**config.mk**
```make
export PLATFORM = sky130hd
export DESIGN_NAME = sci_div
export DESIGN_NICKNAME = d
export VERILOG_FILES = /design/src/sv/sci_pkg.sv /design/src/sv/sci_div.sv
export SDC_FILE = /design/constraint.sdc
export NUM_CORES = 1
export LEC_CHECK = 0
export BUFFER_PORTS_ARGS = -buffer_cell sky130_fd_sc_hd__buf_4
export CORE_UTILIZATION = 40
export CTS_CLUSTER_DIAMETER = 200
export DETAILED_ROUTE_END_ITERATION = 8
export HOLD_SLACK_MARGIN = 0.15
export PLACE_DENSITY_LB_ADDON = 0.12
export SLEW_MARGIN = 25
export SYNTH_ARGS = -nofsm -noshare
export SYNTH_HDL_FRONTEND = slang
export SYNTH_SLANG_ARGS = --single-unit
```
**constraint.sdc**
```tcl
create_clock -name i_clk -period 5.6 [get_ports i_clk]
set_input_delay 0.28 -clock i_clk [delete_from_list [all_inputs] [get_ports i_clk]]
set_output_delay 0.28 -clock i_clk [all_outputs]
set_load 0.005 [all_outputs]
```
**src/sv/sci_pkg.sv**
```systemverilog
// Package for the sensor calibration interpolator.
// It holds the item types, command, mode and status codes and register indexes.
// It has no dependencies.
`timescale 1ns / 1ps
package sci_pkg;

    // Command codes carried by an input item.
    localparam logic [1:0] CMD_CORRECT = 2'd0;
    localparam logic [1:0] CMD_INSERT  = 2'd1;
    localparam logic [1:0] CMD_CLEAR   = 2'd2;

    // Correction modes.
    localparam logic [1:0] MODE_PASS   = 2'd0;
    localparam logic [1:0] MODE_TABLE  = 2'd1;
    localparam logic [1:0] MODE_QUAD   = 2'd2;

    // Status codes of a result item.
    localparam logic [2:0] ST_OK       = 3'd0;
    localparam logic [2:0] ST_SAT      = 3'd1;
    localparam logic [2:0] ST_FEW      = 3'd2;
    localparam logic [2:0] ST_DUP      = 3'd3;
    localparam logic [2:0] ST_FULL     = 3'd4;

    // Configuration register indexes.
    localparam logic [1:0] REG_MODE    = 2'd0;
    localparam logic [1:0] REG_COEF0   = 2'd1;
    localparam logic [1:0] REG_COEF1   = 2'd2;
    localparam logic [1:0] REG_COEF2   = 2'd3;

    typedef struct packed {
        logic        [1:0]  command;
        logic signed [31:0] raw_value;
        logic signed [31:0] true_value;
    } t_in_item;

    typedef struct packed {
        logic signed [31:0] corrected;
        logic        [2:0]  status;
    } t_out_item;

    // Divider handshake between the sequencer and the shared divide unit.
    typedef struct packed {
        logic        start;
        logic [63:0] dividend;
        logic [32:0] divisor;
    } t_div_req;

    typedef struct packed {
        logic        done;
        logic [63:0] quotient;
    } t_div_rsp;

endpackage

```
**src/sv/sci_div.sv**
```systemverilog
// Shared restoring divider, one quotient bit per cycle, 64 by 33 bits.
// Depends on sci_pkg.
`timescale 1ns / 1ps
module sci_div (
    input  logic              i_clk,
    input  logic              i_rst_n,
    input  sci_pkg::t_div_req i_req,
    output sci_pkg::t_div_rsp o_rsp
);
    import sci_pkg::*;

    logic [63:0] r_quo, n_quo;
    logic [32:0] r_rem, n_rem;
    logic [32:0] r_den;
    logic [6:0]  r_cnt, n_cnt;
    logic        r_busy, r_done;
    logic [33:0] w_sh;

    // One shift and trial subtract per cycle.
    always_comb begin
        w_sh  = {r_rem, r_quo[63]};
        n_quo = {r_quo[62:0], 1'b0};
        n_rem = w_sh[32:0];
        if (w_sh >= {1'b0, r_den}) begin
            n_rem    = 33'(w_sh - {1'b0, r_den});
            n_quo[0] = 1'b1;
        end
        n_cnt = r_cnt - 7'd1;
    end

    always_ff @(posedge i_clk) begin
        if (!i_rst_n) begin
            r_busy <= 1'b0;
            r_done <= 1'b0;
        end else begin
            r_done <= 1'b0;
            if (i_req.start) begin
                r_busy <= 1'b1;
                r_cnt  <= 7'd64;
                r_quo  <= i_req.dividend;
                r_rem  <= '0;
                r_den  <= i_req.divisor;
            end else if (r_busy) begin
                r_quo <= n_quo;
                r_rem <= n_rem;
                r_cnt <= n_cnt;
                if (r_cnt == 7'd1) begin
                    r_busy <= 1'b0;
                    r_done <= 1'b1;
                end
            end
        end
    end

    assign o_rsp.done     = r_done;
    assign o_rsp.quotient = r_quo;

    // The quotient is reported only once the busy phase ends.
    assert property (@(posedge i_clk) disable iff (!i_rst_n) r_done |-> !r_busy)
        else $error("divider done while busy");
    assert property (@(posedge i_clk) disable iff (!i_rst_n)
        (r_busy && r_cnt == 7'd1 && !i_req.start) |=> r_done)
        else $error("divider missed its done pulse");

endmodule

```
==> reports/metrics.cfg, run 1 <==
[synth]
ys_types=54
async_reset_ff_share_pct=0
synth-seq-cells=139
seq_area_frac_synth_pct=55.6
synth_edf_count=137
avgSynthCellArea_um2=12.4
synth_top_area_share_pct=55.0
synth_area_um2=7480
yosys-top-cells-area=edfxtp_1, mux2_2, ha_1, a21oi_1, xnor2_1
yosysTopAreaCell=edfxtp_1
syn-instance-count=604
yosys_warnings=0
synth_nets=740
synth_ff_type=edfxtp_1

[hold_path]
hold_class=primary input to register
hold_path_depth=2

[detailed_routing]
drt_wl_total_mm=18.4
met2_length_mm=8.98
routedWlPerCell_um=16.8
wirelength_met1_mm=7.95
ant_nets=0
dr.pass1.iters=7
drtIter0Drc=373
vias=5636
viasPerCell=5.17
met3_wirelength_mm=1.12
routed.top_layer=met4
drc=8

[final_layout]
drive_gt1_share_pct=30.9
final_common_cell=buf_4
fill_cells=1532
nNetsFinal=985
layout_common_cells=buf_4, edfxtp_1, dlygate4sd3_1
multi_input_area_um2=3060
n_antenna_cell=0
regArea_um2=4150
syn2layout_area_growth_pct=37.9
finish.instance_area_um2=10300
utilization_pct=56.8

[grt]
grt_pass1_vias=5799
grt_util_all_layers_pct=19.5
antenna_found_initial=0
grt_max_degree=64
grt_overflow=0
grt_pass1_wl_mm=29.4

[worst_setup_path]
crit_slowest_cell=or4_1
cp_slowest_stage_delay_ps=510
crit_chain=inv_1 -> ha_1 -> inv_1 -> fa_1 -> a21oi_1 -> o21ai_0 -> a21o_1 -> a211oi_4 -> o21ai_0 -> nand4b_2 -> nand2_2 -> nor4b_1 -> or4_1
required_ps=5760
end_kind=register
r2r_cells=13
startpoint_type=register
setup.worst_path.class=register to register
cp_data_arrival_time_ps=3880
cp_max_fo=9

[sta]
fmax_mhz=269
worst_pin_slew_ps=955
fin_setup_tns_ps=0
finalCritPeriodShare_pct=66.5
hold_slack_ps=165
setup_viol=0
rsz0062_at_grt=no
hold_viol=0
finClkSkew_ps=8.93
slew_headroom_pct=36.3
slew_viol_final=0
period_needed_ps=3720

[clock_network]
cts_sinks=139
post_cts_buffers=0
cts-buffers-inserted=17
cts_hold_buf=74
cts_tree=built
cts-root-buf=clkbuf_16
ctsResizeCount=0
htreeDepth=4
clk_latency_ps=420
clkSlewWorstSetupHoldPaths_ps=60
cts_buffer_depth=2

[place]
io_buffer_count=164
post-dp-hpwl_mm=12.4
gp_congestion=0.884
placed_cell_area_um2=8930

[status]
violations=design-rule violations
status=finished with violations

[floorplanning]
initial_core_util_pct=41.2
row_count=49
io_pins=165
die_h_um=139
die_w_um=139
design.die.area_um2=19200
core_area_um2=18100

[power]
ir_drop_mv=0.221
leakagePower_nw=4.32
power_density_nw_per_um2=300

[run]
max-cap-violations=0

power by group:
part           internal, mW  total (mW)  switching, mW
logic                 0.345       0.689          0.344
registers              1.25        1.30         0.0435
clock network         0.657        1.11          0.453
total                  2.25        3.09          0.841
stage by stage:
step | power [mW] | cells | worst slack (ps)
floorplan | 1.75 | 604 | 1840
global placement | 1.94 | 979 | 2110
detailed placement | 1.96 | 979 | 1900
CTS | 3.11 | 1085 | 1910
global route | 3.24 | 1091 | 1660
finish | 3.09 | 1091 | 1880
metal layers:
| layer | GRT usage (%) | up-vias |
|---|---|---|
| li1 | - | 2746 |
| met1 | 23.6 | 2706 |
| met2 | 32.8 | 162 |
| met3 | 6.08 | 22 |
| met4 | 6.84 | 0 |
| met5 | 0 | - |
path summary, 6_finish.rpt:
kind                                           from                 endpoint  slack, ps
worst max-delay path            r_quo[63]$_DFFE_PP_  r_rem[31]$_SDFFCE_PP0P_       1880
worst min-delay path                      i_req[41]       r_quo[8]$_DFFE_PP_        170
worst max register to register  r_quo[63]$_DFFE_PP_  r_rem[31]$_SDFFCE_PP0P_       1880
worst min register to register    r_busy$_SDFF_PN0_        r_done$_SDFF_PP0_        470
synthesized netlist by cell type, types with 3 or more instances:
cell and n:
edfxtp_1 137, mux2_2 64, nor2_1 48, inv_1 46
a21oi_1 41, ha_1 35, nand2_1 26, xnor2_1 23
a21o_1 18, clkbuf_1 17, nand3_1 16, mux2i_1 14
a211oi_1 13, xor2_1 9, nand4_1 7, nor3_1 7
o21a_1 7, o21ai_0 7, o21bai_1 7, and3_1 6
nor2b_1 4, and2_1 3, and4_1 3, buf_2 3
nand3b_1 3, or3_1 3
worst max-delay path, delay by kind of cell, from the launching register on:
family / cells / cell delay [ps]
buf+inv: 2 / 140
fa+ha+maj: 2 / 570
flops: 1 / 420
compound gates: 5 / 1220
simple gates: 4 / 1100
registers in the layout, indices dropped and copies added, names as in the netlist:
name,cells
r_quo,64
r_done,1
r_rem,33
r_busy,1
r_den,33
r_cnt,7
layout make-up:
cell class | instances | share of cell area [%]
Sequential cell | 139 | 40.3
Clock buffer | 18 | 4.16
Clock inverter | 14 | 1.40
Multi-Input combinational cell | 397 | 29.7
Inverter | 46 | 1.68
Tap cell | 229 | 2.78
Timing Repair Buffer | 248 | 20.0
kinds of logic (layout without fill, tap and decap cells):
| kind of cell | after synthesis | after routing | synth area share [%] |
|---|---|---|---|
| muxes | 78 | 78 | 11.5 |
| adders and majority gates | 36 | 36 | 6.13 |
| DFF | 139 | 139 | 55.6 |
| xor gates and xnor gates | 32 | 32 | 3.75 |
| and+or+nand+nor | 138 | 138 | 9.10 |
| buffers and inverters | 68 | 326 | 3.62 |
| AOI/OAI and AO/OA | 113 | 113 | 10.3 |
Power figures use the tool's default switching activity.
==> run 2: changes to the inputs <==
--- a/config.mk
+++ b/config.mk
@@ -5,6 +5,7 @@
 export SDC_FILE = /design/constraint.sdc
 export NUM_CORES = 1
 export LEC_CHECK = 0
+export ABC_AREA = 1
 export BUFFER_PORTS_ARGS = -buffer_cell sky130_fd_sc_hd__buf_4
 export CORE_UTILIZATION = 40
 export CTS_CLUSTER_DIAMETER = 200
==> constraint.sdc (replaced) <==
create_clock -name i_clk -period 3.35 [get_ports i_clk]
set_input_delay 0.1675 -clock i_clk [delete_from_list [all_inputs] [get_ports i_clk]]
set_output_delay 0.1675 -clock i_clk [all_outputs]
set_load 0.005 [all_outputs]
==> run 2 against run 1 <==
  * The run now ends clean
  * Register-to-register slack got worse by 1200 ps
  * Worst setup slack got worse by 1200 ps
  * Sequential share of layout area decreased by 4.9 points
  * Maximum frequency is 41% higher
  * Sequential power rose by 72%
  * Hold slack improved by 100 ps
  * Largest power group unchanged
  * Critical path type unchanged
==> reports/metrics.cfg, run 2 <==
[status]
status=finished clean

[synth]
synth_nets=1260  ; +70%
ys_types=34  ; -37%
yosysTopAreaCell=edfxtp_1
yosys_warnings=0  ; unchanged
yosys-top-cells-area=edfxtp_1, nand2_1, inv_1, ha_1, nor2_1
netlist_top_cells_count=nand2_1, inv_1, edfxtp_1
avgSynthCellArea_um2=7.67  ; -38%
synth_ff_type=edfxtp_1
post-synth-top-count-cell=nand2_1
seq_area_frac_synth_pct=48.2  ; -7.4 points
synth-seq-cells=139  ; unchanged
synth_top_area_share_pct=47.7  ; -7.3 points
syn-instance-count=1124  ; +86%
synth_edf_count=137  ; unchanged
async_reset_ff_share_pct=0  ; unchanged
synth_area_um2=8620  ; +15%

[final_layout]
final_common_cell=nand2_1
largest_reg_flops=64  ; unchanged
n_antenna_cell=0  ; unchanged
regArea_um2=4150  ; unchanged
nNetsFinal=1522  ; +55%
utilization_pct=55.6  ; -1.2 points
drive_gt1_share_pct=16.9  ; -14 points
multi_input_area_um2=3670  ; +20%
fill_cells=1940  ; +27%
layout_common_cells=nand2_1, buf_4, inv_1
regMostFlops=r_quo
syn2layout_area_growth_pct=36.0
biggestRegsByFlops=r_quo: 64 flops, r_den: 33 flops, r_rem: 33 flops

[clock_network]
clk_latency_ps=430  ; about the same
cts-root-buf=clkbuf_16
cts-buffers-inserted=17  ; unchanged
clkSlewWorstSetupHoldPaths_ps=70  ; about the same
cts_buffer_depth=2  ; unchanged
cts_tree=built
htreeDepth=4  ; unchanged
cts_sinks=139  ; unchanged

[detailed_routing]
drc=0  ; -8
drt_wl_total_mm=23.1  ; +26%
vias=7708  ; +37%
ant_nets=0  ; unchanged
routedWlPerCell_um=13.8  ; -18%
viasPerCell=4.60  ; -11%
dr.pass1.iters=5  ; -2
drtIter0Drc=493  ; +32%

[hold_path]
hold_class=primary input to register

[grt]
grt_pass1_wl_mm=37.5  ; +28%
grt_pass1_vias=7471  ; +29%
antenna_found_initial=0  ; unchanged
grt_max_degree=46  ; -28%
grt_util_all_layers_pct=21.8  ; +2.3 points
grt_overflow=0  ; unchanged

[run]
max-cap-violations=0  ; unchanged

[power]
power_density_nw_per_um2=503  ; +68%
leakagePower_nw=5.93  ; +37%
ir_drop_mv=0.332  ; +50%

[worst_setup_path]
cp_slowest_stage_delay_ps=510  ; about the same
cp_data_arrival_time_ps=2920  ; -960 ps
required_ps=3640  ; -2120 ps
cp_max_fo=30  ; +21
regToRegSetupSlack_ps=710  ; -1160 ps
cpMostUsedCell=nand2_2
setup.worst_path.class=register to register
end_kind=register
startpoint_type=register
crit_chain=inv_1 -> ha_1 -> inv_1 -> fa_1 -> nand3_1 -> nand3_2 -> nand2_2 -> nand2_2 -> nand2_2 -> nand2_4 -> inv_2 -> nor2_1 -> nor2_1
crit_slowest_cell=inv_2

[floorplanning]
die_w_um=149  ; +7.3%
core_area_um2=21100  ; +16%
row_count=53  ; +8.2%
io_pins=165  ; unchanged
design.die.area_um2=22100  ; +15%
die_h_um=149  ; +7.3%
initial_core_util_pct=40.9  ; -0.32 points

[sta]
setup_viol=0  ; unchanged
fmax_mhz=379  ; +41%
finalCritPeriodShare_pct=78.7  ; +12 points
worst_pin_slew_ps=860  ; -94.7 ps
finClkSkew_ps=10.8  ; +1.91 ps
hold_viol=0  ; unchanged
fin_setup_tns_ps=0  ; unchanged
slew_headroom_pct=42.6  ; +6.2 points
hold_slack_ps=267  ; +102 ps
rsz0062_at_grt=no
period_needed_ps=2640  ; -1090 ps
slew_viol_final=0  ; unchanged

[place]
post-dp-hpwl_mm=15.8  ; +27%
io_buffer_count=164  ; unchanged
gp_congestion=0.966  ; +9.3%

-- run 2: changes by cell type in the layout (fill, tap and decap cells not counted), moves of 8 or more --
cell,before,now
a211oi_1,13,0
a21o_1,18,2
a21oi_1,41,23
dlygate4sd3_1,80,98
inv_1,46,171
mux2_2,64,0
mux2i_1,14,0
nand2_1,26,490
nand3_1,16,28
nand3b_1,3,28
nor2_1,48,110
nor2_2,0,8
xnor2_1,23,3
-- run 2: per-layer routing --
layer	vias up	track usage [%]	wire, um
li1	4004	-	-
met1	3488	29.7	11000
met2	193	34.8	10500
met3	23	5.14	1300
met4	0	5.51	321
met5	-	0	0
-- run 2: layout make-up --
| type | count | share of cell area, % |
|---|---|---|
| Clock inverter | 14 | 1.52 |
| Sequential cell | 139 | 35.4 |
| Timing Repair Buffer | 271 | 19.6 |
| Tap cell | 275 | 2.94 |
| Inverter | 175 | 5.60 |
| Multi-Input combinational cell | 782 | 31.3 |
| Clock buffer | 18 | 3.66 |
-- run 2: where the power goes --
part	switching [mW]	total (mW)	internal [mW]
sequential	0.0873	2.23	2.14
clock	0.860	1.99	1.13
combinational	1.00	1.68	0.675
-- run 2: through the flow --
step	area (um2)	worst slack, ps	std cells	power, mW
final	11700	714	1674	5.89
after global routing	11700	448	1674	6.23
after CTS	11700	697	1674	5.92
after detailed placement	10100	741	1544	3.83
after global placement	10100	766	1544	3.83
after floorplan	8620	135	1124	3.31
-- run 2: kinds of logic (layout without fill, tap and decap cells) --
| group | after synthesis | in the layout | synth area share, % |
|---|---|---|---|
| AO/OA/AOI/OAI | 30 | 30 | 1.83 |
| flip-flops | 139 | 139 | 48.2 |
| adder cells (fa/ha/maj) | 36 | 36 | 5.31 |
| AND/OR/NAND/NOR | 700 | 700 | 33.7 |
| buffers and inverters | 203 | 478 | 9.36 |
| XOR/XNOR | 16 | 16 | 1.63 |
-- run 2: path summary, 6_finish.rpt --
check / start / endpoint / cells after the start
worst max-delay path: r_quo[63]$_DFFE_PP_ / r_rem[31]$_SDFFCE_PP0P_ / 13
worst min-delay path: i_req[97] / r_cnt[1]$_SDFFCE_PP0P_ / 2
worst max register to register: r_quo[63]$_DFFE_PP_ / r_rem[31]$_SDFFCE_PP0P_ / 13
worst min register to register: r_quo[1]$_DFFE_PP_ / r_quo[2]$_DFFE_PP_ / 2
-- run 2: critical path, delay by kind of cell (launching register included) --
family                   cells  cell delay (ps)
adder cells (fa/ha/maj)      2              580
buffers and inverters        3              690
AND/OR/NAND/NOR              8              820
flip-flops                   1              380
-- run 2: repair_timing --
action | 4_1_cts | 5_1_grt
setup buffers | 0 | 0
gates resized for setup | 0 | 0
endpoints found under the hold margin | 99 | 0
hold buffers | 98 | 0
