`config.mk`:
```
export PLATFORM = sky130hd
export DESIGN_NAME = sci_ram
export DESIGN_NICKNAME = d
export VERILOG_FILES = /design/src/sv/sci_ram.sv
export SDC_FILE = /design/constraint.sdc
export NUM_CORES = 1
export LEC_CHECK = 0
export BUFFER_PORTS_ARGS = -buffer_cell sky130_fd_sc_hd__buf_2
export CORE_MARGIN = 1.5
export CORE_UTILIZATION = 50
export DETAILED_ROUTE_END_ITERATION = 10
export PLACE_DENSITY = 0.67
export SYNTH_ARGS = -nofsm -noshare
export SYNTH_HDL_FRONTEND = slang
export SYNTH_SLANG_ARGS = --single-unit
```
`constraint.sdc`:
```
create_clock -name i_clk -period 4.04 [get_ports i_clk]
set_input_delay 0.202 -clock i_clk [delete_from_list [all_inputs] [get_ports i_clk]]
set_output_delay 0.202 -clock i_clk [all_outputs]
set_load 0.005 [all_outputs]
```
`src/sv/sci_ram.sv`:
```
// Generic RAM with one write port and one registered read port.
// Depends on nothing.
`timescale 1ns / 1ps
module sci_ram #(
    parameter int WIDTH = 32,
    parameter int DEPTH = 16
) (
    input  logic                     i_clk,
    input  logic                     i_we,
    input  logic [$clog2(DEPTH)-1:0] i_waddr,
    input  logic [WIDTH-1:0]         i_wdata,
    input  logic [$clog2(DEPTH)-1:0] i_raddr,
    output logic [WIDTH-1:0]         o_rdata
);

    logic [WIDTH-1:0] r_mem [DEPTH];
    logic [WIDTH-1:0] r_rdata;

    // Write port and registered read port.
    always_ff @(posedge i_clk) begin
        if (i_we) begin
            r_mem[i_waddr] <= i_wdata;
        end
        r_rdata <= r_mem[i_raddr];
    end

    assign o_rdata = r_rdata;

endmodule

```
==> results of run 1 <==
[layer usage]
layer	wire, µm	part of all wire [%]	vias to the layer above	GRT usage (%)
li1	-	-	3829	-
met1	17800	44	4915	29.6
met2	19000	47	296	31.7
met3	2280	5.7	68	3.21
met4	971	2.4	0	6.93
met5	0	0	-	0
[sequential cells by signal, summed over array words and instances (netlist names)]
signal,count
o_rdata,32
r_mem,512
[cell usage in the layout (no fill, tap or decap)]
cell type	instances
nand3b_1	2
clkbuf_1	19
mux4_2	128
clkinv_2	9
buf_12	2
buf_2	71
a22oi_1	64
buf_4	19
nor2b_4	2
nand2b_1	2
dfxtp_1	32
nand2_1	33
clkbuf_8	3
and2_2	1
bufinv_16	7
clkinvlp_4	1
dlygate4sd3_1	26
nor2_4	13
or3b_2	1
clkbuf_16	53
edfxtp_1	512
nand3_1	1
clkinv_1	6
nor3_2	4
[cell families after synthesis]
group / after synthesis
buffers and inverters: 43
AO/OA/AOI/OAI: 64
flip-flops: 544
multiplexers: 128
AND/OR/NAND/NOR: 59
[repair_timing]
action | 4_1_cts | 5_1_grt
hold buffers | 26 | 0
hold endpoints to repair | 404 | 0
resized for setup | 0 | 0
setup endpoints to repair | 0 | 0
[worst max-delay path, stage by stage]
cell and delay, ns:
buf_2 0.13, or3b_2 0.59, nor2_4 0.92
[metrics by stage]
stage / hold WS [ns] / setup slack [ns]
floorplan: 0.301 / 0.658
global placement: 0.577 / 1.72
detailed placement: 0.578 / 1.75
CTS: 0.000269 / 2.36
global route: 0.0214 / 2.23
finish: 0.0247 / 2.37
[area by class of cell]
class / instances / area share (%)
Multi-Input combinational cell: 251 / 16.3
Tap cell: 518 / 2.83
Sequential cell: 544 / 69.8
Timing Repair Buffer: 119 / 3.54
Clock inverter: 23 / 1.24
Clock buffer: 74 / 6.21
[how the worst max path moves through the flow]
stage                     startpoint           end  cells past startpoint
after floorplan           i_waddr[2]   r_mem[0][0]                      2
after global placement    i_raddr[0]    o_rdata[2]                      5
after detailed placement  i_raddr[0]   o_rdata[13]                      5
after CTS                 i_raddr[0]   o_rdata[13]                      5
after global routing      i_raddr[0]    o_rdata[2]                      5
final                     i_waddr[2]  r_mem[3][27]                      3
[power groups by stage]
stage               Combinational [mW]  Clock [mW]  Sequential [mW]
finish                           0.556        4.89             6.35
global route                     0.604        5.17             6.36
CTS                              0.567        4.97             6.35
detailed placement               0.545           0             6.47
global placement                 0.538           0             6.46
floorplan                        0.303           0             6.46
==> results.tsv, run 1 <==
stage	metric	value	unit
synthesis	area leader, netlist	edfxtp_1	
power_and_ir_drop	total power	11.8	mW
final_layout	Register Area	16000	µm²
clocking	later-pin clock latency in the skew report	0.58	ns
drt	Post-Route WL	40000	µm
power_and_ir_drop	largest vdd supply drop	341	µV
sta	Hold Vio Cnt, Final	0	
critical_path	R2R depth	3	
worst_hold_path	Worst Hold Endpoint	r_mem[8][4]	
final_layout	Final nets	1011	
placed_design	DP Area	21000	µm²
synthesis	number of synthesized register bits	544	
critical_path	arrival time worst endpoint	1.86	ns
critical_path	crit-path max FO	32	
power_and_ir_drop	Reg power frac	53.8	%
sta	part of the cycle the worst path needs	41.4	%
sta	skew final	0.00932	ns
power_and_ir_drop	clock power share	41.5	%
final_layout	multi-input logic area	3750	µm²
floorplan	die height	202	µm
floorplan	Ports	74	
final_layout	Area Overhead vs Synth	15.5	%
synthesis	synth top area cells	edfxtp_1 (77%), mux4_2 (15%), dfxtp_1 (3.2%)	
synthesis	cells after synthesis	838	
worst_hold_path	Hold Crit Depth	1	
placed_design	placed insts	1406	
sta	Slew headroom	21.4	%
synthesis	Synth Area in XOR/XNOR	0	%
final_layout	fin area	22900	µm²
final_layout	fillers	2784	
drt	drc violations	0	
final_layout	final core occ	58.9	%
power_and_ir_drop	Switching Fraction	19.9	%
synthesis	async set or reset register ratio after synthesis	0	%
clocking	Clock Pin Slew Worst Setup and Hold Paths	0.06	ns
critical_path	reg2reg start	r_mem[2][20]	
clocking	CTS tree	done	
power_and_ir_drop	Psw	2.35	mW
clocking	number of post-CTS setup repair buffers	0	
synthesis	Synth Net Count	880	
global_route	largest net degree at the start of global routing	62	
global_route	initial antenna violation count	0	
critical_path	worst reg2reg setup slack	2.60	ns
floorplan	Die X	202	µm
sta	Tightest Pin Transition	1.18	ns
synthesis	total of warnings raised by yosys	0	
synthesis	Compound-Gate Fraction of Synth Area	2.42	%
sta	RSZ-0062 raised after global routing	no	
synthesis	mux share of post-synthesis cell area	14.5	%
critical_path	type of origin of the critical path	input port	
critical_path	Reg2Reg Capture Point	o_rdata[20]	
job	Max Cap Viol	0	
worst_hold_path	Hold WC Path Type	in2reg	
final_layout	# diodes	0	
synthesis	Post-Synth Simple-Gate Area	1.27	%
synthesis	Seq/Total Area, Yosys	80.7	%
synthesis	area of the mapped netlist	19900	µm²
global_route	grt ovf	0	
drt	initial DRC count	751	
critical_path	critical path class	in2reg	
final_layout	share of post-route cells with drive strength above 1	31.1	%
floorplan	Placeable Area	38900	µm²
synthesis	main combinational cell family by area after synthesis	multiplexers	
placed_design	routability cong.	0.713	
drt	iteration count of the initial detailed-routing pass	5	
placed_design	post-detail-place hpwl	21100	µm
run_status	outcome	finished clean	
power_and_ir_drop	leak pwr	7.38	nW
synthesis	Synth top area share	77.4	%
power_and_ir_drop	combinational group share of total power	4.7	%
drt	drt via density	5.96	
global_route	vias in the first global route	9648	
synthesis	Post-synth EDFFs	512	
floorplan	Die ar.	40900	µm²
sta	FMAX	0.598	GHz
final_layout	post-route insts no fill	1529	
clocking	root buffer cell	clkbuf_16	
drt	antenna-violating nets left	0	
power_and_ir_drop	Power Internal	9.45	mW
synthesis	Synth cell types	18	
sta	Tmin final	1.67	ns
clocking	clock sinks	544	
worst_hold_path	hold_sp	i_wdata[4]	
drt	Wirelength per Cell	26.2	µm
global_route	global-route wire length before repair	60600	µm
sta	# setup viols final	0	
critical_path	CP endpoint kind	flop	
clocking	htree depth	2	
floorplan	# rows	72	
synthesis	cell with the most instances after synthesis	edfxtp_1	
power_and_ir_drop	Pwr Density	514	nW/µm²
sta	setup TNS	0	ns
clocking	Clock Tree Buf Depth	3	
synthesis	Adder-Cell Fraction of Synth Area	0	%
floorplan	initial core utilization	51.0	%
synthesis	synth cell count leaders	edfxtp_1 (512), mux4_2 (128), a22oi_1 (64)	
synthesis	syn_area_per_cell	23.7	µm²
clocking	Num CTS Buffers	53	
synthesis	ys flop type	edfxtp_1	
critical_path	required time worst endpoint	4.23	ns
global_route	GRT Total Usage	20.3	%
placed_design	port bufs	73	
sta	fin. max-slew vios	0	
drt	DR vias	9108	
Power figures use the tool's default switching activity.
==> inputs of run 2 (changes only) <==
--- a/config.mk
+++ b/config.mk
@@ -5,11 +5,12 @@
 export SDC_FILE = /design/constraint.sdc
 export NUM_CORES = 1
 export LEC_CHECK = 0
+export ABC_AREA = 1
 export BUFFER_PORTS_ARGS = -buffer_cell sky130_fd_sc_hd__buf_2
 export CORE_MARGIN = 1.5
 export CORE_UTILIZATION = 50
 export DETAILED_ROUTE_END_ITERATION = 10
-export PLACE_DENSITY = 0.67
+export PLACE_DENSITY = 0.69
 export SYNTH_ARGS = -nofsm -noshare
 export SYNTH_HDL_FRONTEND = slang
 export SYNTH_SLANG_ARGS = --single-unit
==> constraint.sdc (replaced) <==
create_clock -name i_clk -period 1.36 [get_ports i_clk]
set_input_delay 0.068 -clock i_clk [delete_from_list [all_inputs] [get_ports i_clk]]
set_output_delay 0.068 -clock i_clk [all_outputs]
set_load 0.005 [all_outputs]
==> run 2 against run 1 <==
Compared with the run above: cell count rose by 91%; die area is 14% higher; core utilization increased by 1.6 points; highest routed layer unchanged.
==> results.tsv, run 2 <==
stage	metric	value	unit	change
run_status	outcome	finished clean		unchanged
synthesis	number of synthesized register bits	544		unchanged
drt	drt via density	5.18		was 5.96
final_layout	Final nets	2327		was 1,011
drt	initial DRC count	1753		was 751
synthesis	total of warnings raised by yosys	0		unchanged
global_route	vias in the first global route	14800		was 9,648
synthesis	Synth top area share	67.6	%	was 77.4%
drt	Wirelength per Cell	19.6	µm	was 26.2 µm
placed_design	port bufs	73		unchanged
final_layout	post-route insts no fill	2922		was 1,529
global_route	global-route wire length before repair	87700	µm	was 60,600 µm
sta	FMAX	0.798	GHz	
critical_path	buffers plus inverters on the worst setup path	1		unchanged
critical_path	Critical Path Max Stage Delay	0.43	ns	was 0.92 ns
sta	part of the cycle the worst path needs	92.2	%	
clocking	root buffer cell	clkbuf_16		unchanged
synthesis	syn_area_per_cell	10.7	µm²	was 23.7 µm²
critical_path	Crit path max-delay family	flip-flops		was simple AND/OR/NAND/NOR gates
global_route	routing usage on met1	32.5	%	was 29.6%
critical_path	crit-path cells	buf_2		was buf_2 > or3b_2 > nor2_4
floorplan	Die ar.	46700	µm²	was 40,900 µm²
sta	# setup viols final	0		unchanged
final_layout	most frequent cells in the layout	nand2_1 (677), edfxtp_1 (512), inv_1 (386)		was edfxtp_1 (512), mux4_2 (128), buf_2 (71)
power_and_ir_drop	Switching Fraction	22.1	%	was 19.9%
final_layout	number of flip-flops in the largest register	512		unchanged
sta	skew final	0.0124	ns	was 0.00932 ns
clocking	Clock Tree Buf Depth	3		unchanged
synthesis	cells after synthesis	2120		was 838
placed_design	routability cong.	0.857		was 0.713
floorplan	initial core utilization	51.1	%	was 51.0%
clocking	htree depth	2		unchanged
synthesis	synth top area cells	edfxtp_1 (68%), nand2_1 (11%), nand3_1 (8.5%)		was edfxtp_1 (77%), mux4_2 (15%), dfxtp_1 (3.2%)
critical_path	worst reg2reg setup slack	0.11	ns	was 2.60 ns
sta	Slew headroom	67.0	%	was 21.4%
final_layout	share of post-route cells with drive strength above 1	12.0	%	was 31.1%
critical_path	required time worst endpoint	1.29	ns	was 4.23 ns
synthesis	area of the mapped netlist	22700	µm²	was 19,900 µm²
sta	fin. max-slew vios	0		unchanged
critical_path	WP depth	1		was 3
global_route	largest net degree at the start of global routing	67		was 62
global_route	grt ovf	0		unchanged
clocking	clock sinks	544		unchanged
power_and_ir_drop	clock power share	41.2	%	was 41.5%
drt	Post-Route WL	57300	µm	was 40,000 µm
synthesis	async set or reset register ratio after synthesis	0	%	unchanged
critical_path	crit-path max FO	1		was 32
sta	Tightest Pin Transition	0.494	ns	was 1.18 ns
synthesis	area leader, netlist	edfxtp_1		unchanged
drt	iteration count of the initial detailed-routing pass	6		was 5
drt	antenna-violating nets left	0		unchanged
placed_design	post-detail-place hpwl	35800	µm	was 21,100 µm
worst_hold_path	hold_sp	i_raddr[2]		was i_wdata[4]
final_layout	final core occ	60.5	%	was 58.9%
worst_hold_path	Worst Hold Endpoint	o_rdata[18]		was r_mem[8][4]
worst_hold_path	Hold Crit Depth	5		was 1
critical_path	Reg2Reg Capture Point	o_rdata[13]		was o_rdata[20]
critical_path	CP max-delay cell	dfxtp_1		was nor2_4
clocking	CTS tree	done		unchanged
clocking	Clock Pin Slew Worst Setup and Hold Paths	0.06	ns	about the same
power_and_ir_drop	combinational group share of total power	7.2	%	was 4.7%
critical_path	arrival time worst endpoint	1.19	ns	was 1.86 ns
synthesis	cell with the most instances after synthesis	nand2_1		was edfxtp_1
clocking	later-pin clock latency in the skew report	0.60	ns	was 0.58 ns
final_layout	Most flops, register	r_mem		unchanged
power_and_ir_drop	leak pwr	11.5	nW	was 7.38 nW
worst_hold_path	Hold WC Path Type	in2reg		unchanged
synthesis	Synth Net Count	2162		was 880
global_route	initial antenna violation count	0		unchanged
power_and_ir_drop	Pwr Density	1360	nW/µm²	was 514 nW/µm²
critical_path	CP endpoint kind	primary output		was flop
global_route	GR Layer Usage met3	3.35	%	was 3.21%
floorplan	die height	216	µm	was 202 µm
power_and_ir_drop	Reg power frac	51.6	%	was 53.8%
synthesis	ys flop type	edfxtp_1		unchanged
final_layout	commonest non-fill, non-tap cell in the layout	nand2_1		was edfxtp_1
final_layout	# diodes	0		unchanged
floorplan	Ports	74		unchanged
placed_design	placed insts	2787		was 1,406
final_layout	Area Overhead vs Synth	18.5	%	was 15.5%
drt	drc violations	0		unchanged
drt	DR vias	15100		was 9,108
sta	Tmin final	1.25	ns	
final_layout	fillers	3467		was 2,784
floorplan	# rows	77		was 72
critical_path	critical path class	reg2out		was in2reg
critical_path	type of origin of the critical path	flop		was input port
global_route	GR Util met2	41.9	%	was 31.7%
sta	RSZ-0062 raised after global routing	no		unchanged
global_route	GRT Total Usage	24.9	%	was 20.3%
power_and_ir_drop	Psw	8.08	mW	was 2.35 mW
job	Max Cap Viol	0		unchanged
synthesis	synth cell count leaders	nand2_1 (677), edfxtp_1 (512), inv_1 (388)		was edfxtp_1 (512), mux4_2 (128), a22oi_1 (64)
floorplan	Die X	216	µm	was 202 µm
power_and_ir_drop	Power Internal	28.5	mW	was 9.45 mW
synthesis	Post-synth EDFFs	512		unchanged
synthesis	Seq/Total Area, Yosys	70.5	%	was 80.7%
floorplan	Placeable Area	44500	µm²	was 38,900 µm²
sta	Hold Vio Cnt, Final	0		unchanged
critical_path	reg2reg start	r_mem[15][13]		was r_mem[2][20]
global_route	GR peak layer	met2		unchanged
clocking	Num CTS Buffers	55		was 53
synthesis	Synth cell types	15		was 18
critical_path	R2R depth	6		was 3
power_and_ir_drop	largest vdd supply drop	1060	µV	was 341 µV
run 2: area by class of cell:
class / count / area [µm²] / area share, %
repair buffers: 213 / 2240 / 8.30
clock inverters: 22 / 218 / 0.808
flip-flops and latches: 544 / 16000 / 59.4
clock buffers: 80 / 1590 / 5.91
well taps: 592 / 741 / 2.75
multi-input cells: 1081 / 4670 / 17.3
inverters: 390 / 1470 / 5.46
run 2: timing repair:
item	4_1_cts	5_1_grt
gates resized for setup	1	0
hold endpoints to repair	515	0
buffers inserted	0	0
hold buffers	33	0
endpoints found under the setup margin	1	0
run 2: cell families after synthesis:
| group | Yosys count | share of synthesized area (%) |
|---|---|---|
| simple gates | 1081 | 20.0 |
| buf+inv | 495 | 9.54 |
| flops | 544 | 70.5 |
run 2: worst max-delay path by stage:
stage	start	endpoint	slack, ns
global route	o_rdata[9]	o_rdata[9]	0.08
global placement	i_raddr[0]	o_rdata[6]	-0.04
CTS	o_rdata[1]	o_rdata[1]	0.07
floorplan	i_waddr[2]	r_mem[10][0]	-0.24
finish	o_rdata[9]	o_rdata[9]	0.11
detailed placement	i_raddr[0]	o_rdata[6]	-0.05
run 2: power groups by stage:
stage	registers (mW)	logic, mW	clock network, mW
3_5_place_dp	19.2	2.54	0
6_report	18.9	2.63	15.1
3_3_place_gp	19.2	2.50	0
2_1_floorplan	19.2	1.29	0
5_1_grt	18.9	2.86	15.9
4_1_cts	18.9	2.63	15.2
run 2: metrics by stage:
| stage | hold WS [ns] | worst slack [ns] | TNS, ns | power (mW) | area, µm² |
|---|---|---|---|---|---|
| finish | 0.0402 | 0.106 | 0 | 36.6 | 26900 |
| global route | 0.0603 | 0.0780 | 0 | 37.6 | 26900 |
| CTS | 0.0113 | 0.0747 | 0 | 36.7 | 26900 |
| detailed placement | 0.442 | -0.0515 | -0.0845 | 21.8 | 24800 |
| global placement | 0.445 | -0.0386 | -0.0456 | 21.7 | 24800 |
| floorplan | 0.167 | -0.241 | -102.46 | 20.5 | 22800 |
run 2: routing by layer:
layer	part of all wire (%)	routed length, µm	up-vias
met5	0	0	-
met4	4.1	2330	0
met3	6.7	3870	130
met2	49	28200	641
met1	40	23000	7190
li1	-	-	7175
==> inputs of run 3 (changes only) <==
--- a/config.mk
+++ b/config.mk
@@ -10,7 +10,7 @@
 export CORE_MARGIN = 1.5
 export CORE_UTILIZATION = 50
 export DETAILED_ROUTE_END_ITERATION = 10
-export PLACE_DENSITY = 0.69
+export PLACE_DENSITY = 0.66
 export SYNTH_ARGS = -nofsm -noshare
 export SYNTH_HDL_FRONTEND = slang
 export SYNTH_SLANG_ARGS = --single-unit
==> constraint.sdc (replaced) <==
create_clock -name i_clk -period 1.35 [get_ports i_clk]
set_input_delay 0.0675 -clock i_clk [delete_from_list [all_inputs] [get_ports i_clk]]
set_output_delay 0.0675 -clock i_clk [all_outputs]
set_load 0.005 [all_outputs]
==> run 3 against run 2 <==
Compared with the run above: non-clock buffer count down 24; clock power about the same; routed wire length down 6.2%; global-route usage down 1.7 points; combinational power down 6%; sequential power about the same; die area unchanged.
==> results.tsv, run 3 (same netlist as run 2, synthesis figures left out) <==
stage	metric	value	unit	change
run_status	outcome	finished clean		unchanged
final_layout	Final nets	2303		was 2,327
sta	Hold Vio Cnt, Final	0		unchanged
floorplan	# rows	77		unchanged
critical_path	crit-path max FO	1		unchanged
drt	drc violations	0		unchanged
clocking	number of post-CTS setup repair buffers	0		unchanged
critical_path	critical path class	reg2out		unchanged
clocking	clock sinks	544		unchanged
drt	iteration count of the initial detailed-routing pass	8		was 6
critical_path	Crit path max-delay family	flip-flops		unchanged
critical_path	CP endpoint kind	primary output		unchanged
final_layout	most frequent cells in the layout	nand2_1 (677), edfxtp_1 (512), inv_1 (386)		unchanged
floorplan	Die X	216	µm	unchanged
critical_path	type of origin of the critical path	flop		unchanged
global_route	initial antenna violation count	0		unchanged
sta	Tmin final	1.26	ns	
sta	fin. max-slew vios	0		unchanged
sta	# setup viols final	0		unchanged
sta	part of the cycle the worst path needs	93.6	%	
final_layout	fin area	26700	µm²	was 26,900 µm²
global_route	global-route wire length before repair	83200	µm	was 87,700 µm
final_layout	commonest non-fill, non-tap cell in the layout	nand2_1		unchanged
clocking	CTS tree	done		unchanged
drt	Post-Route WL	53800	µm	was 57,300 µm
final_layout	number of flip-flops in the largest register	512		unchanged
final_layout	Most flops, register	r_mem		unchanged
floorplan	Ports	74		unchanged
floorplan	Placeable Area	44500	µm²	unchanged
clocking	# hold bufs at CTS	33		unchanged
placed_design	routability cong.	0.803		was 0.857
job	Max Cap Viol	0		unchanged
critical_path	crit-path cells	buf_2		unchanged
drt	initial DRC count	1475		was 1,753
floorplan	die height	216	µm	unchanged
sta	final worst setup slack	0.0861	ns	was 0.106 ns
clocking	Resize count post-CTS	0		was 1
final_layout	share of post-route cells with drive strength above 1	11.1	%	was 12.0%
critical_path	arrival time worst endpoint	1.20	ns	was 1.19 ns
sta	skew final	0.0199	ns	was 0.0124 ns
drt	drt via density	5.14		was 5.18
final_layout	Area Overhead vs Synth	17.5	%	was 18.5%
floorplan	Die ar.	46700	µm²	unchanged
critical_path	buffers plus inverters on the worst setup path	1		unchanged
placed_design	pre-CTS WS	0.00716	ns	was -0.0515 ns
clocking	root buffer cell	clkbuf_16		unchanged
clocking	later-pin clock latency in the skew report	0.60	ns	about the same
floorplan	initial core utilization	51.1	%	unchanged
placed_design	port bufs	73		unchanged
critical_path	required time worst endpoint	1.28	ns	was 1.29 ns
global_route	grt ovf	0		unchanged
critical_path	CP max-delay cell	dfxtp_1		unchanged
power_and_ir_drop	leak pwr	11.4	nW	was 11.5 nW
worst_hold_path	Hold WC Path Type	in2reg		unchanged
sta	FMAX	0.791	GHz	
clocking	Num CTS Buffers	55		unchanged
drt	antenna-violating nets left	0		unchanged
global_route	GRT Total Usage	23.2	%	was 24.9%
clocking	htree depth	2		unchanged
drt	Wirelength per Cell	18.6	µm	was 19.6 µm
sta	Slew headroom	62.4	%	was 67.0%
final_layout	# diodes	0		unchanged
clocking	Clock Pin Slew Worst Setup and Hold Paths	0.06	ns	about the same
placed_design	post-detail-place hpwl	32000	µm	was 35,800 µm
power_and_ir_drop	Pwr Density	1370	nW/µm²	was 1360 nW/µm²
critical_path	Critical Path Max Stage Delay	0.45	ns	was 0.43 ns
sta	Tightest Pin Transition	0.564	ns	was 0.494 ns
power_and_ir_drop	largest vdd supply drop	1260	µV	was 1060 µV
clocking	Clock Tree Buf Depth	3		unchanged
global_route	vias in the first global route	14800		about the same
placed_design	DP Area	24600	µm²	was 24,800 µm²
drt	DR vias	14900		was 15,100
sta	RSZ-0062 raised after global routing	no		unchanged
global_route	largest net degree at the start of global routing	67		unchanged
## run 3: changes by cell type in the layout (fill, tap and decap cells not counted)
cell and delta:
clkbuf_16 -2, clkinv_1 +1, dfxtp_1 +1, buf_12 -3, dfxtp_2 -1, bufinv_16 +1
clkinv_2 +3, clkbuf_8 -3, clkinv_4 +1, buf_4 -21, clkinv_8 +1, clkbuf_1 -2
## run 3: area by class of cell
| cell class | count | area (µm²) |
|---|---|---|
| fill | 3554 | 17800 |
| multi-input combinational | 1081 | 4670 |
| clock inverter | 29 | 292 |
| clock buffer | 73 | 1490 |
| inverter | 390 | 1470 |
| tap | 592 | 741 |
| sequential | 544 | 16000 |
| timing repair buffer | 189 | 2020 |
## run 3: worst min-delay path, delay by kind of cell
kind | cells | cell delay (ns)
buffers and inverters | 2 | 0.34
AND/OR/NAND/NOR | 3 | 0.22
## run 3: power by group
part	leakage (nW)	switching, mW	internal, mW	total (mW)
Clock	0.876	6.33	8.73	15.1
Sequential	4.90	0.123	18.9	19.0
Combinational	5.61	1.63	0.848	2.48
Total	11.4	8.08	28.5	36.5
## run 3: final timing paths
kind | startpoint | endpoint | slack (ns) | cells after the start
max | o_rdata[18] | o_rdata[18] | 0.09 | 1
min | i_raddr[2] | o_rdata[3] | 0.06 | 5
max reg2reg | r_mem[8][0] | o_rdata[0] | 0.27 | 6
min reg2reg | r_mem[12][25] | o_rdata[25] | 0.65 | 6
## run 3: metal layers
| layer | global-route usage [%] | wire, µm |
|---|---|---|
| met2 | 39.2 | 26300 |
| met3 | 2.84 | 3250 |
| met1 | 30.5 | 22300 |
| met4 | 9.72 | 1970 |
| met5 | 0 | 0 |
## run 3: stage by stage
| stage | hold WS, ns | utilization (%) | power [mW] | TNS [ns] | cells |
|---|---|---|---|---|---|
| 3_5_place_dp | 0.444 | 55.2 | 21.8 | 0 | 2763 |
| 3_3_place_gp | 0.444 | 55.2 | 21.7 | 0 | 2763 |
| 4_1_cts | 0.0428 | 60.0 | 36.8 | 0 | 2898 |
| 6_report | 0.0650 | 60.0 | 36.5 | 0 | 2898 |
| 2_1_floorplan | 0.166 | - | 20.6 | -106.72 | 2120 |
| 5_1_grt | 0.0720 | 60.0 | 37.6 | 0 | 2898 |
